**src/hw/rtl/mstt_pkg.sv**
```systemverilog
// shared types and constants of the timer slot table
// no dependencies; used by the controller, datapath, top level and the bench
`timescale 1ns / 1ps

package mstt_pkg;

    // result kinds
    localparam logic [1:0] EV_ADDED    = 2'd0;
    localparam logic [1:0] EV_REJECTED = 2'd1;
    localparam logic [1:0] EV_FIRED    = 2'd2;

    // reported firings per tick are capped
    localparam int         CNT_W       = 5;
    localparam logic [4:0] MAX_REPORTS = 5'd16;

    typedef struct packed {
        logic [15:0]        period;
        logic [15:0]        remaining;
        logic signed [15:0] repeats;
        logic [7:0]         callback;
        logic [31:0]        context_word;
    } mstt_slot_t;

    typedef struct packed {
        logic take;          // input channel ready
        logic idx_inc;       // advance the slot index
        logic mem_rd;        // read the slot record at the index
        logic add_wr;        // claim the slot at the index for the held add
        logic slot_step;     // write back the ticked slot record
        logic emit_added;
        logic emit_rejected;
        logic emit_last;     // flush the held firing as the final beat
    } mstt_cmd_t;

    typedef struct packed {
        logic accepted;
        logic is_tick;
        logic per_zero;
        logic cur_active;
        logic idx_last;
        logic out_free;
        logic pend_valid;
        logic upd_stall;
    } mstt_sts_t;

endpackage

```
**src/hw/rtl/mstt_in_if.sv**
```systemverilog
// input item channel of the timer slot table
// depends on nothing; valid/ready handshake with the add/tick payload
`timescale 1ns / 1ps

interface mstt_in_if;
    logic               valid;
    logic               ready;
    logic               func;
    logic signed [15:0] repeat_count;
    logic [15:0]        period_ticks;
    logic [7:0]         callback_id;
    logic [31:0]        context_word;

    modport source (
        output valid, func, repeat_count, period_ticks, callback_id, context_word,
        input  ready
    );
    modport sink (
        input  valid, func, repeat_count, period_ticks, callback_id, context_word,
        output ready
    );
endinterface

```
**src/hw/rtl/mstt_out_if.sv**
```systemverilog
// result channel of the timer slot table
// depends on nothing; valid/ready handshake with the event payload
`timescale 1ns / 1ps

interface mstt_out_if;
    logic        valid;
    logic        ready;
    logic [1:0]  event_kind;
    logic [3:0]  slot_index;
    logic [7:0]  fired_callback;
    logic [31:0] fired_context;
    logic        last;

    modport source (
        output valid, event_kind, slot_index, fired_callback, fired_context, last,
        input  ready
    );
    modport sink (
        input  valid, event_kind, slot_index, fired_callback, fired_context, last,
        output ready
    );
endinterface

```
**src/hw/rtl/mstt_ctrl.sv**
```systemverilog
// sequencer of the timer slot table: add search and tick scan
// depends on mstt_pkg; drives mstt_dp through command and status structs
`timescale 1ns / 1ps

module mstt_ctrl
    import mstt_pkg::*;
(
    input  logic      clk,
    input  logic      rst_n,
    input  mstt_sts_t sts,
    output mstt_cmd_t cmd
);

    typedef enum logic [2:0] {
        IDLE,
        DECODE,
        ADD_SCAN,
        ADD_OK,
        ADD_FAIL,
        TICK_RD,
        TICK_UPD,
        TICK_END
    } state_t;

    state_t state_reg, state_next;

    always_comb
    begin
        state_next = state_reg;
        cmd        = '0;
        unique case (state_reg)
            IDLE:
            begin
                cmd.take = 1'b1;
                if (sts.accepted)
                begin
                    state_next = DECODE;
                end
            end
            DECODE:
            begin
                if (sts.is_tick)
                begin
                    state_next = TICK_RD;
                end
                else if (sts.per_zero)
                begin
                    state_next = ADD_FAIL;
                end
                else
                begin
                    state_next = ADD_SCAN;
                end
            end
            ADD_SCAN:
            begin
                if (!sts.cur_active)
                begin
                    cmd.add_wr = 1'b1;
                    state_next = ADD_OK;
                end
                else if (sts.idx_last)
                begin
                    state_next = ADD_FAIL;
                end
                else
                begin
                    cmd.idx_inc = 1'b1;
                end
            end
            ADD_OK:
            begin
                if (sts.out_free)
                begin
                    cmd.emit_added = 1'b1;
                    state_next     = IDLE;
                end
            end
            ADD_FAIL:
            begin
                if (sts.out_free)
                begin
                    cmd.emit_rejected = 1'b1;
                    state_next        = IDLE;
                end
            end
            TICK_RD:
            begin
                if (sts.cur_active)
                begin
                    cmd.mem_rd = 1'b1;
                    state_next = TICK_UPD;
                end
                else if (sts.idx_last)
                begin
                    state_next = TICK_END;
                end
                else
                begin
                    cmd.idx_inc = 1'b1;
                end
            end
            TICK_UPD:
            begin
                if (!sts.upd_stall)
                begin
                    cmd.slot_step = 1'b1;
                    if (sts.idx_last)
                    begin
                        state_next = TICK_END;
                    end
                    else
                    begin
                        cmd.idx_inc = 1'b1;
                        state_next  = TICK_RD;
                    end
                end
            end
            TICK_END:
            begin
                if (!sts.pend_valid)
                begin
                    state_next = IDLE;
                end
                else if (sts.out_free)
                begin
                    cmd.emit_last = 1'b1;
                    state_next    = IDLE;
                end
            end
            default:
            begin
                state_next = IDLE;
            end
        endcase
    end

    always_ff @(posedge clk or negedge rst_n)
    begin
        if (!rst_n)
        begin
            state_reg <= IDLE;
        end
        else
        begin
            state_reg <= state_next;
        end
    end

    // a tick that ends with nothing held goes straight back to idle
    a_quiet_end: assert property (@(posedge clk) disable iff (!rst_n)
        (state_reg == TICK_END && !sts.pend_valid) |=> state_reg == IDLE)
        else $error("tick end did not return to idle");

endmodule

```
**src/hw/rtl/mstt_dp.sv**
```systemverilog
// datapath of the timer slot table: slot memory, active bits, index,
// held firing and output register; depends on mstt_pkg and the channel interfaces
`timescale 1ns / 1ps

module mstt_dp
    import mstt_pkg::*;
#(
    parameter int NUM_SLOTS = 16
)
(
    input  logic      clk,
    input  logic      rst_n,
    mstt_in_if.sink   item,
    mstt_out_if.source result,
    input  mstt_cmd_t cmd,
    output mstt_sts_t sts
);

    localparam int IDX_W = (NUM_SLOTS > 1) ? $clog2(NUM_SLOTS) : 1;
    localparam logic [IDX_W-1:0] IDX_LAST = IDX_W'(NUM_SLOTS - 1);

    // slot records; entries are read only after an add wrote them
    mstt_slot_t mem [NUM_SLOTS];
    mstt_slot_t rd_reg;

    logic [NUM_SLOTS-1:0] active_reg, active_next;
    logic [IDX_W-1:0]     idx_reg, idx_next;

    // held add item
    logic               is_tick_reg;
    logic signed [15:0] reps_reg;
    logic [15:0]        per_reg;
    logic [7:0]         cb_reg;
    logic [31:0]        ctx_reg;

    // held firing, reported once the next one or the end of the scan is known
    logic             pend_valid_reg, pend_valid_next;
    logic [3:0]       pend_slot_reg;
    logic [7:0]       pend_cb_reg;
    logic [31:0]      pend_ctx_reg;
    logic [CNT_W-1:0] cnt_reg, cnt_next;

    logic        out_valid_reg, out_valid_next;
    logic [1:0]  out_kind_reg;
    logic [3:0]  out_slot_reg;
    logic [7:0]  out_cb_reg;
    logic [31:0] out_ctx_reg;
    logic        out_last_reg;

    logic               accepted;
    logic               out_free;
    logic [15:0]        rem_dec;
    logic               fire;
    logic               reportable;
    logic               report;
    logic signed [15:0] reps_new;
    logic               keep;
    mstt_slot_t         upd_rec;
    mstt_slot_t         add_rec;
    logic               emit_pend;
    logic               out_load;

    assign accepted = item.valid && item.ready;
    assign out_free = !out_valid_reg || result.ready;

    // tick update of the slot record held in the read register
    assign rem_dec    = rd_reg.remaining - 16'd1;
    assign fire       = (rem_dec == 16'd0);
    assign reportable = (cnt_reg < MAX_REPORTS);
    assign report     = fire && reportable;
    assign reps_new   = (rd_reg.repeats > 16'sd0) ? rd_reg.repeats - 16'sd1 : rd_reg.repeats;
    assign keep       = (reps_new != 16'sd0);

    always_comb
    begin
        upd_rec = rd_reg;
        if (fire)
        begin
            upd_rec.repeats   = reps_new;
            upd_rec.remaining = rd_reg.period;
        end
        else
        begin
            upd_rec.remaining = rem_dec;
        end
    end

    assign add_rec = '{period: per_reg, remaining: per_reg, repeats: reps_reg,
                       callback: cb_reg, context_word: ctx_reg};

    assign emit_pend = cmd.slot_step && report && pend_valid_reg;
    assign out_load  = cmd.emit_added || cmd.emit_rejected || cmd.emit_last || emit_pend;

    always_comb
    begin
        active_next = active_reg;
        if (cmd.add_wr)
        begin
            active_next[idx_reg] = 1'b1;
        end
        else if (cmd.slot_step && fire && !keep)
        begin
            active_next[idx_reg] = 1'b0;
        end

        idx_next = idx_reg;
        if (accepted)
        begin
            idx_next = '0;
        end
        else if (cmd.idx_inc)
        begin
            idx_next = idx_reg + 1'b1;
        end

        pend_valid_next = pend_valid_reg;
        cnt_next        = cnt_reg;
        if (accepted || cmd.emit_last)
        begin
            pend_valid_next = 1'b0;
            cnt_next        = '0;
        end
        else if (cmd.slot_step && report)
        begin
            pend_valid_next = 1'b1;
            cnt_next        = cnt_reg + 1'b1;
        end

        if (out_load)
        begin
            out_valid_next = 1'b1;
        end
        else if (result.ready)
        begin
            out_valid_next = 1'b0;
        end
        else
        begin
            out_valid_next = out_valid_reg;
        end
    end

    always_ff @(posedge clk or negedge rst_n)
    begin
        if (!rst_n)
        begin
            active_reg     <= '0;
            idx_reg        <= '0;
            pend_valid_reg <= 1'b0;
            cnt_reg        <= '0;
            out_valid_reg  <= 1'b0;
        end
        else
        begin
            active_reg     <= active_next;
            idx_reg        <= idx_next;
            pend_valid_reg <= pend_valid_next;
            cnt_reg        <= cnt_next;
            out_valid_reg  <= out_valid_next;
        end
    end

    // single write port, registered read port
    always_ff @(posedge clk)
    begin
        if (cmd.add_wr)
        begin
            mem[idx_reg] <= add_rec;
        end
        else if (cmd.slot_step)
        begin
            mem[idx_reg] <= upd_rec;
        end
        if (cmd.mem_rd)
        begin
            rd_reg <= mem[idx_reg];
        end
    end

    always_ff @(posedge clk)
    begin
        if (accepted)
        begin
            is_tick_reg <= item.func;
            reps_reg    <= item.repeat_count;
            per_reg     <= item.period_ticks;
            cb_reg      <= item.callback_id;
            ctx_reg     <= item.context_word;
        end
        if (cmd.slot_step && report)
        begin
            pend_slot_reg <= 4'(idx_reg);
            pend_cb_reg   <= rd_reg.callback;
            pend_ctx_reg  <= rd_reg.context_word;
        end
        if (out_load)
        begin
            if (cmd.emit_added || cmd.emit_rejected)
            begin
                out_kind_reg <= cmd.emit_added ? EV_ADDED : EV_REJECTED;
                out_slot_reg <= cmd.emit_added ? 4'(idx_reg) : 4'd0;
                out_cb_reg   <= 8'd0;
                out_ctx_reg  <= 32'd0;
                out_last_reg <= 1'b1;
            end
            else
            begin
                out_kind_reg <= EV_FIRED;
                out_slot_reg <= pend_slot_reg;
                out_cb_reg   <= pend_cb_reg;
                out_ctx_reg  <= pend_ctx_reg;
                out_last_reg <= cmd.emit_last;
            end
        end
    end

    assign item.ready            = cmd.take;
    assign result.valid          = out_valid_reg;
    assign result.event_kind     = out_kind_reg;
    assign result.slot_index     = out_slot_reg;
    assign result.fired_callback = out_cb_reg;
    assign result.fired_context  = out_ctx_reg;
    assign result.last           = out_last_reg;

    assign sts.accepted   = accepted;
    assign sts.is_tick    = is_tick_reg;
    assign sts.per_zero   = (per_reg == 16'd0);
    assign sts.cur_active = active_reg[idx_reg];
    assign sts.idx_last   = (idx_reg == IDX_LAST);
    assign sts.out_free   = out_free;
    assign sts.pend_valid = pend_valid_reg;
    assign sts.upd_stall  = report && pend_valid_reg && !out_free;

    a_cnt_cap: assert property (@(posedge clk) disable iff (!rst_n)
        cnt_reg <= MAX_REPORTS)
        else $error("firing report count above cap");

    a_emit_room: assert property (@(posedge clk) disable iff (!rst_n)
        out_load |-> out_free)
        else $error("output register overwritten before it was taken");

    a_add_claims: assert property (@(posedge clk) disable iff (!rst_n)
        cmd.add_wr |=> active_reg[$past(idx_reg)])
        else $error("added slot not marked active");

endmodule

```
**src/hw/rtl/multi_slot_periodic_timer_table_core.sv**
```systemverilog
// top level of the timer slot table: controller plus datapath
// depends on mstt_pkg, mstt_in_if, mstt_out_if, mstt_ctrl and mstt_dp
`timescale 1ns / 1ps

// Table of NUM_SLOTS periodic timer slots, one item in flight at a time. An add
// with a nonzero period searches the slots from 0 upward, one per cycle, and
// claims the first free one; it is rejected when the period is zero or the table
// is full. A tick walks every slot through one record memory: a free slot is
// skipped and an active one is read, then updated and written back; the update
// and the end of the scan wait while the sink holds the output register. Each
// reported firing is held until the next one or the end of the scan, which is
// how the final beat gets its last flag. The output register lets the result
// wait while the next item is taken.

module multi_slot_periodic_timer_table_core
    import mstt_pkg::*;
#(
    parameter int NUM_SLOTS = 16
)
(
    input  logic       clk,
    input  logic       rst_n,
    mstt_in_if.sink    item,
    mstt_out_if.source result
);

    mstt_cmd_t cmd;
    mstt_sts_t sts;

    mstt_ctrl u_ctrl (
        .clk   (clk),
        .rst_n (rst_n),
        .sts   (sts),
        .cmd   (cmd)
    );

    mstt_dp #(
        .NUM_SLOTS (NUM_SLOTS)
    ) u_dp (
        .clk    (clk),
        .rst_n  (rst_n),
        .item   (item),
        .result (result),
        .cmd    (cmd),
        .sts    (sts)
    );

endmodule

```
**src/flat_wrapper.sv**
```systemverilog
// flat-port wrapper written by rule: the top's interface ports become plain ports
module multi_slot_periodic_timer_table_core_flat import mstt_pkg::*;
#(
    parameter int NUM_SLOTS = 16
)
  (clk, rst_n, item_valid, item_func, item_repeat_count, item_period_ticks, item_callback_id, item_context_word, item_ready, result_valid, result_event_kind, result_slot_index, result_fired_callback, result_fired_context, result_last, result_ready);
  mstt_in_if item_i ();
  mstt_out_if result_i ();
  input  logic clk;
  input  logic rst_n;
  input wire logic [$bits(item_i.valid)-1:0] item_valid;
  input wire logic [$bits(item_i.func)-1:0] item_func;
  input wire logic [$bits(item_i.repeat_count)-1:0] item_repeat_count;
  input wire logic [$bits(item_i.period_ticks)-1:0] item_period_ticks;
  input wire logic [$bits(item_i.callback_id)-1:0] item_callback_id;
  input wire logic [$bits(item_i.context_word)-1:0] item_context_word;
  output wire logic [$bits(item_i.ready)-1:0] item_ready;
  output wire logic [$bits(result_i.valid)-1:0] result_valid;
  output wire logic [$bits(result_i.event_kind)-1:0] result_event_kind;
  output wire logic [$bits(result_i.slot_index)-1:0] result_slot_index;
  output wire logic [$bits(result_i.fired_callback)-1:0] result_fired_callback;
  output wire logic [$bits(result_i.fired_context)-1:0] result_fired_context;
  output wire logic [$bits(result_i.last)-1:0] result_last;
  input wire logic [$bits(result_i.ready)-1:0] result_ready;
  assign item_i.valid = item_valid;
  assign item_i.func = item_func;
  assign item_i.repeat_count = item_repeat_count;
  assign item_i.period_ticks = item_period_ticks;
  assign item_i.callback_id = item_callback_id;
  assign item_i.context_word = item_context_word;
  assign item_ready = item_i.ready;
  assign result_valid = result_i.valid;
  assign result_event_kind = result_i.event_kind;
  assign result_slot_index = result_i.slot_index;
  assign result_fired_callback = result_i.fired_callback;
  assign result_fired_context = result_i.fired_context;
  assign result_last = result_i.last;
  assign result_i.ready = result_ready;
  multi_slot_periodic_timer_table_core #(.NUM_SLOTS(NUM_SLOTS)) u_core (.clk(clk), .rst_n(rst_n), .item(item_i), .result(result_i));
endmodule
```
**config.mk**
```make
export PLATFORM = sky130hd
export DESIGN_NAME = multi_slot_periodic_timer_table_core_flat
export DESIGN_NICKNAME = d
export VERILOG_FILES = /design/src/hw/rtl/mstt_pkg.sv /design/src/hw/rtl/mstt_in_if.sv /design/src/hw/rtl/mstt_out_if.sv /design/src/hw/rtl/mstt_ctrl.sv /design/src/hw/rtl/mstt_dp.sv /design/src/hw/rtl/multi_slot_periodic_timer_table_core.sv /design/src/flat_wrapper.sv
export SDC_FILE = /design/constraint.sdc
export NUM_CORES = 2
export LEC_CHECK = 0
export BUFFER_PORTS_ARGS = -buffer_cell sky130_fd_sc_hd__buf_2
export CORE_ASPECT_RATIO = 0.8
export CORE_UTILIZATION = 46
export CTS_CLUSTER_SIZE = 16
export DETAILED_ROUTE_END_ITERATION = 7
export PLACE_DENSITY = 0.74
export SLEW_MARGIN = 20
export SYNTH_ARGS = -nofsm -noshare
export SYNTH_HDL_FRONTEND = slang
export SYNTH_SLANG_ARGS = --single-unit
```
**constraint.sdc**
```tcl
create_clock -name clk -period 8 [get_ports clk]
set_input_delay 1.2 -clock clk [delete_from_list [all_inputs] [get_ports clk]]
set_output_delay 1.2 -clock clk [all_outputs]
set_load 0.01 [all_outputs]
```
==> results.py <==
metrics = {
    "global_route": {
        "overflow": 0,
        "grt_use_met3_pct": 3.602,
        "grt_pass1_vias": 31160,
        "grtUsageMet1_pct": 29.41,
        "grt.total_usage_pct": 20.45,
        "use_met2_pct": 32.51,
        "grt_pass1_wl_um": 210000,
        "top_usage_layer": "met2",
        "antenna_found_initial": 3,
        "grt_max_degree": 93,
    },
    "clocking": {
        "htree_levels": 4,
        "cts_max_path_buffers": 3,
        "cts-buffers-inserted": 153,
        "cts_sinks": 1690,
        "cts.repair.resized": 0,
        "hold_buffers": 0,
        "cts_setup_buffers": 0,
        "insertion_delay_ns": 0.79,
        "cts_tree": "yes",
        "cts-root-buf": "clkbuf_16",
        "clkTransAtPathRegs_ns": 0.07,
    },
    "routing": {
        "drc": 0,
        "totalWireLength_um": 142900,
        "wl_per_cell_um": 28.12,
        "drt_iter0_drc": 3628,
        "drt_first_pass_iters": 5,
        "ant_nets": 0,
        "vias": 30690,
        "routed_via_density": 6.038,
    },
    "synth": {
        "synth_area_per_cell_um2": 22.22,
        "synth-edff-count": 1660,
        "syn-num-nets": 2986,
        "synth_area_leader_cell": "edfxtp_1",
        "ys_seq_area_share_pct": 78.51,
        "synthDominantCellAreaShare_pct": 77.35,
        "syn_inst": 2901,
        "ys_types": 58,
        "synth_warnings": 0,
        "synth_ff_type": "edfxtp_1",
        "syn-cell-area_um2": 64450,
        "synth_seq_cells": 1690,
        "synthArstFlopShare_pct": 1.775,
        "ys_top_cells_by_area": "edfxtp_1, mux4_2, nand2_1",
    },
    "layout": {
        "fin_util_pct": 52.35,
        "fillers": 10400,
        "stdcell_count": 5083,
        "layout-area-overhead-vs-synth_pct": 12.58,
        "final_cell_mix": "edfxtp_1, mux4_2, nand2_1, clkbuf_16, buf_2",
        "largest_register_ffs": 1408,
        "nets": 3185,
        "drive_gt1_share_pct": 27.50,
        "final_common_cell": "edfxtp_1",
    },
    "power": {
        "sw_frac_of_total_pct": 27.31,
        "ir_drop_mv": 0.2332,
        "cellInternalPower_mw": 17.21,
        "comb_power_share_pct": 21.3,
        "switching_power_mw": 6.466,
        "p_seq_share_pct": 48.5,
        "clockPowerShare_pct": 30.2,
        "leakage_nw": 22.49,
        "total_power_mw": 23.67,
        "powerDensity_nw_per_um2": 326.3,
    },
    "setup_path": {
        "cp_max_fo": 40,
        "critPathLaunchType": "flop",
        "crit_arrival_ns": 5.57,
        "path_class": "reg2reg",
        "cp.required_ns": 8.38,
        "crit_start": "u_core.u_dp.idx_reg[2]$_DFFE_PN0P_",
        "reg2reg_slack_ns": 2.81,
        "cp-end-kind": "flop",
        "reg2reg_depth": 10,
        "worstReg2RegEnd": "u_core.u_dp.mem[8][14]$_DFFE_PP_",
        "cp-endpoint": "u_core.u_dp.mem[8][14]$_DFFE_PP_",
        "r2r-start": "u_core.u_dp.idx_reg[2]$_DFFE_PN0P_",
    },
    "sta": {
        "fin_crit_sh_pct": 64.92,
        "max-slew-margin-rel_pct": 27.07,
        "max_freq_ghz": 0.1926,
        "rsz0062_at_grt": "no",
        "fin_crit_ns": 5.193,
        "worstMarginPinSlew_ns": 1.094,
        "finClkSkew_ns": 0.04142,
        "drv_slew": 0,
        "setup_viol": 0,
        "finalHoldViolations": 0,
        "worst_slack_ns": 2.807,
    },
    "floorplan": {
        "start_util_pct": 46.50,
        "die-area_um2": 141600,
        "die_w_um": 420.5,
        "core_area_um2": 138600,
        "die_y_um": 336.8,
        "io_pins": 126,
        "rows": 122,
    },
    "placed_design": {
        "dp_cells": 4805,
        "place_worst_setup_slack_ns": 2.912,
        "routabilityCongestion": 0.8085,
        "io_buffers": 125,
        "hpwlAfterDp_um": 69930,
    },
    "job": {
        "drv_cap": 0,
    },
    "outcome": {
        "status": "completed",
    },
    "min_path": {
        "hold_path.class": "reg2reg",
    },
}
## worst min path at each step
| stage | start | to | slack, ns | cells after the start |
|---|---|---|---|---|
| floorplan | u_core.u_dp.idx_reg[2]$_DFFE_PN0P_ | u_core.u_dp.pend_slot_reg[2]$_DFFE_PP_ | 0.42 | 0 |
| global placement | u_core.u_dp.rd_reg[1]$_DFFE_PP_ | u_core.u_dp.pend_ctx_reg[1]$_DFFE_PP_ | 0.43 | 0 |
| detailed placement | u_core.u_dp.rd_reg[2]$_DFFE_PP_ | u_core.u_dp.pend_ctx_reg[2]$_DFFE_PP_ | 0.43 | 0 |
| CTS | rst_n | u_core.u_dp.cnt_reg[0]$_DFFE_PN0P_ | 0.45 | 1 |
| global route | u_core.u_dp.rd_reg[16]$_DFFE_PP_ | u_core.u_dp.pend_ctx_reg[16]$_DFFE_PP_ | 0.45 | 0 |
| finish | u_core.u_dp.rd_reg[16]$_DFFE_PP_ | u_core.u_dp.pend_ctx_reg[16]$_DFFE_PP_ | 0.45 | 0 |
## synthesized netlist by cell type, types with 3 or more instances
cell type / count
a21oi_1: 48
edfxtp_1: 1660
o32ai_1: 4
o22ai_1: 4
nand2_1: 218
nand4_1: 5
buf_2: 4
nor2_1: 54
nor4_1: 18
or4_1: 5
nand3_1: 7
and2_1: 4
o31ai_1: 3
mux2i_1: 9
ha_1: 8
o2111ai_1: 3
buf_1: 41
nor2b_1: 54
clkbuf_1: 102
dfrtp_1: 30
or2_2: 4
nor3_1: 16
xnor2_1: 15
o21ai_0: 43
a31oi_1: 21
inv_1: 13
and3_1: 7
or3_1: 8
xor2_1: 7
mux4_2: 444
## power groups by stage
stage / Sequential [mW] / Combinational (mW) / Clock, mW
floorplan: 11.5 / 3.64 / 0
global placement: 11.7 / 4.97 / 0
detailed placement: 11.7 / 5.07 / 0
CTS: 11.5 / 5.12 / 7.25
global route: 11.5 / 5.42 / 7.59
finish: 11.5 / 5.04 / 7.16
## layer usage
layer | routed length [um] | share of wire (%) | vias up
met2 | 69190 | 48 | 1657
met1 | 57620 | 40 | 16320
li1 | - | - | 12500
met4 | 3079 | 2.2 | 0
met3 | 13020 | 9.1 | 211
met5 | 0 | 0 | -
## logic make-up (layout without fill, tap and decap cells)
group / Yosys count / count (layout) / share of synthesized area, %
flip-flops: 1690 / 1690 / 78.51
multiplexers: 455 / 455 / 15.69
AND/OR/NAND/NOR: 412 / 412 / 2.959
buffers and inverters: 163 / 484 / 0.9804
AO/OA/AOI/OAI: 151 / 151 / 1.406
XOR/XNOR: 22 / 22 / 0.2990
adder cells (fa/ha/maj): 8 / 8 / 0.1553
other: 0 / 1 / 0
## through the flow
step	cell area (um2)	hold WS (ns)	TNS, ns
after floorplan	64450	0.4231	-136.55
after global placement	67720	0.4318	0
after detailed placement	67730	0.4337	0
after CTS	72550	0.4525	0
after global routing	72560	0.4549	0
final	72560	0.4473	0
## critical path, cell delays in order (launching register included)
cell and delay, ns:
dfrtp_4 0.81, buf_4 0.75, mux4_2 0.41, mux2i_1 0.17, mux2i_1 0.26, nor2_1 0.18, buf_4 0.24, nor2_2 0.05
buf_4 0.27, nor2b_4 0.78, buf_4 0.79
## layout make-up
class / instances / area [um2] / share of cell area (%)
tap: 1860 / 2327 / 3.207
sequential: 1690 / 50610 / 69.75
timing repair buffer: 193 / 1336 / 1.842
multi-input combinational: 1048 / 13400 / 18.47
clock inverter: 84 / 792.0 / 1.092
clock buffer: 193 / 4031 / 5.556
inverter: 14 / 57.56 / 0.07932
antenna: 1 / 2.502 / 0.003449
Power figures use the tool's default switching activity.
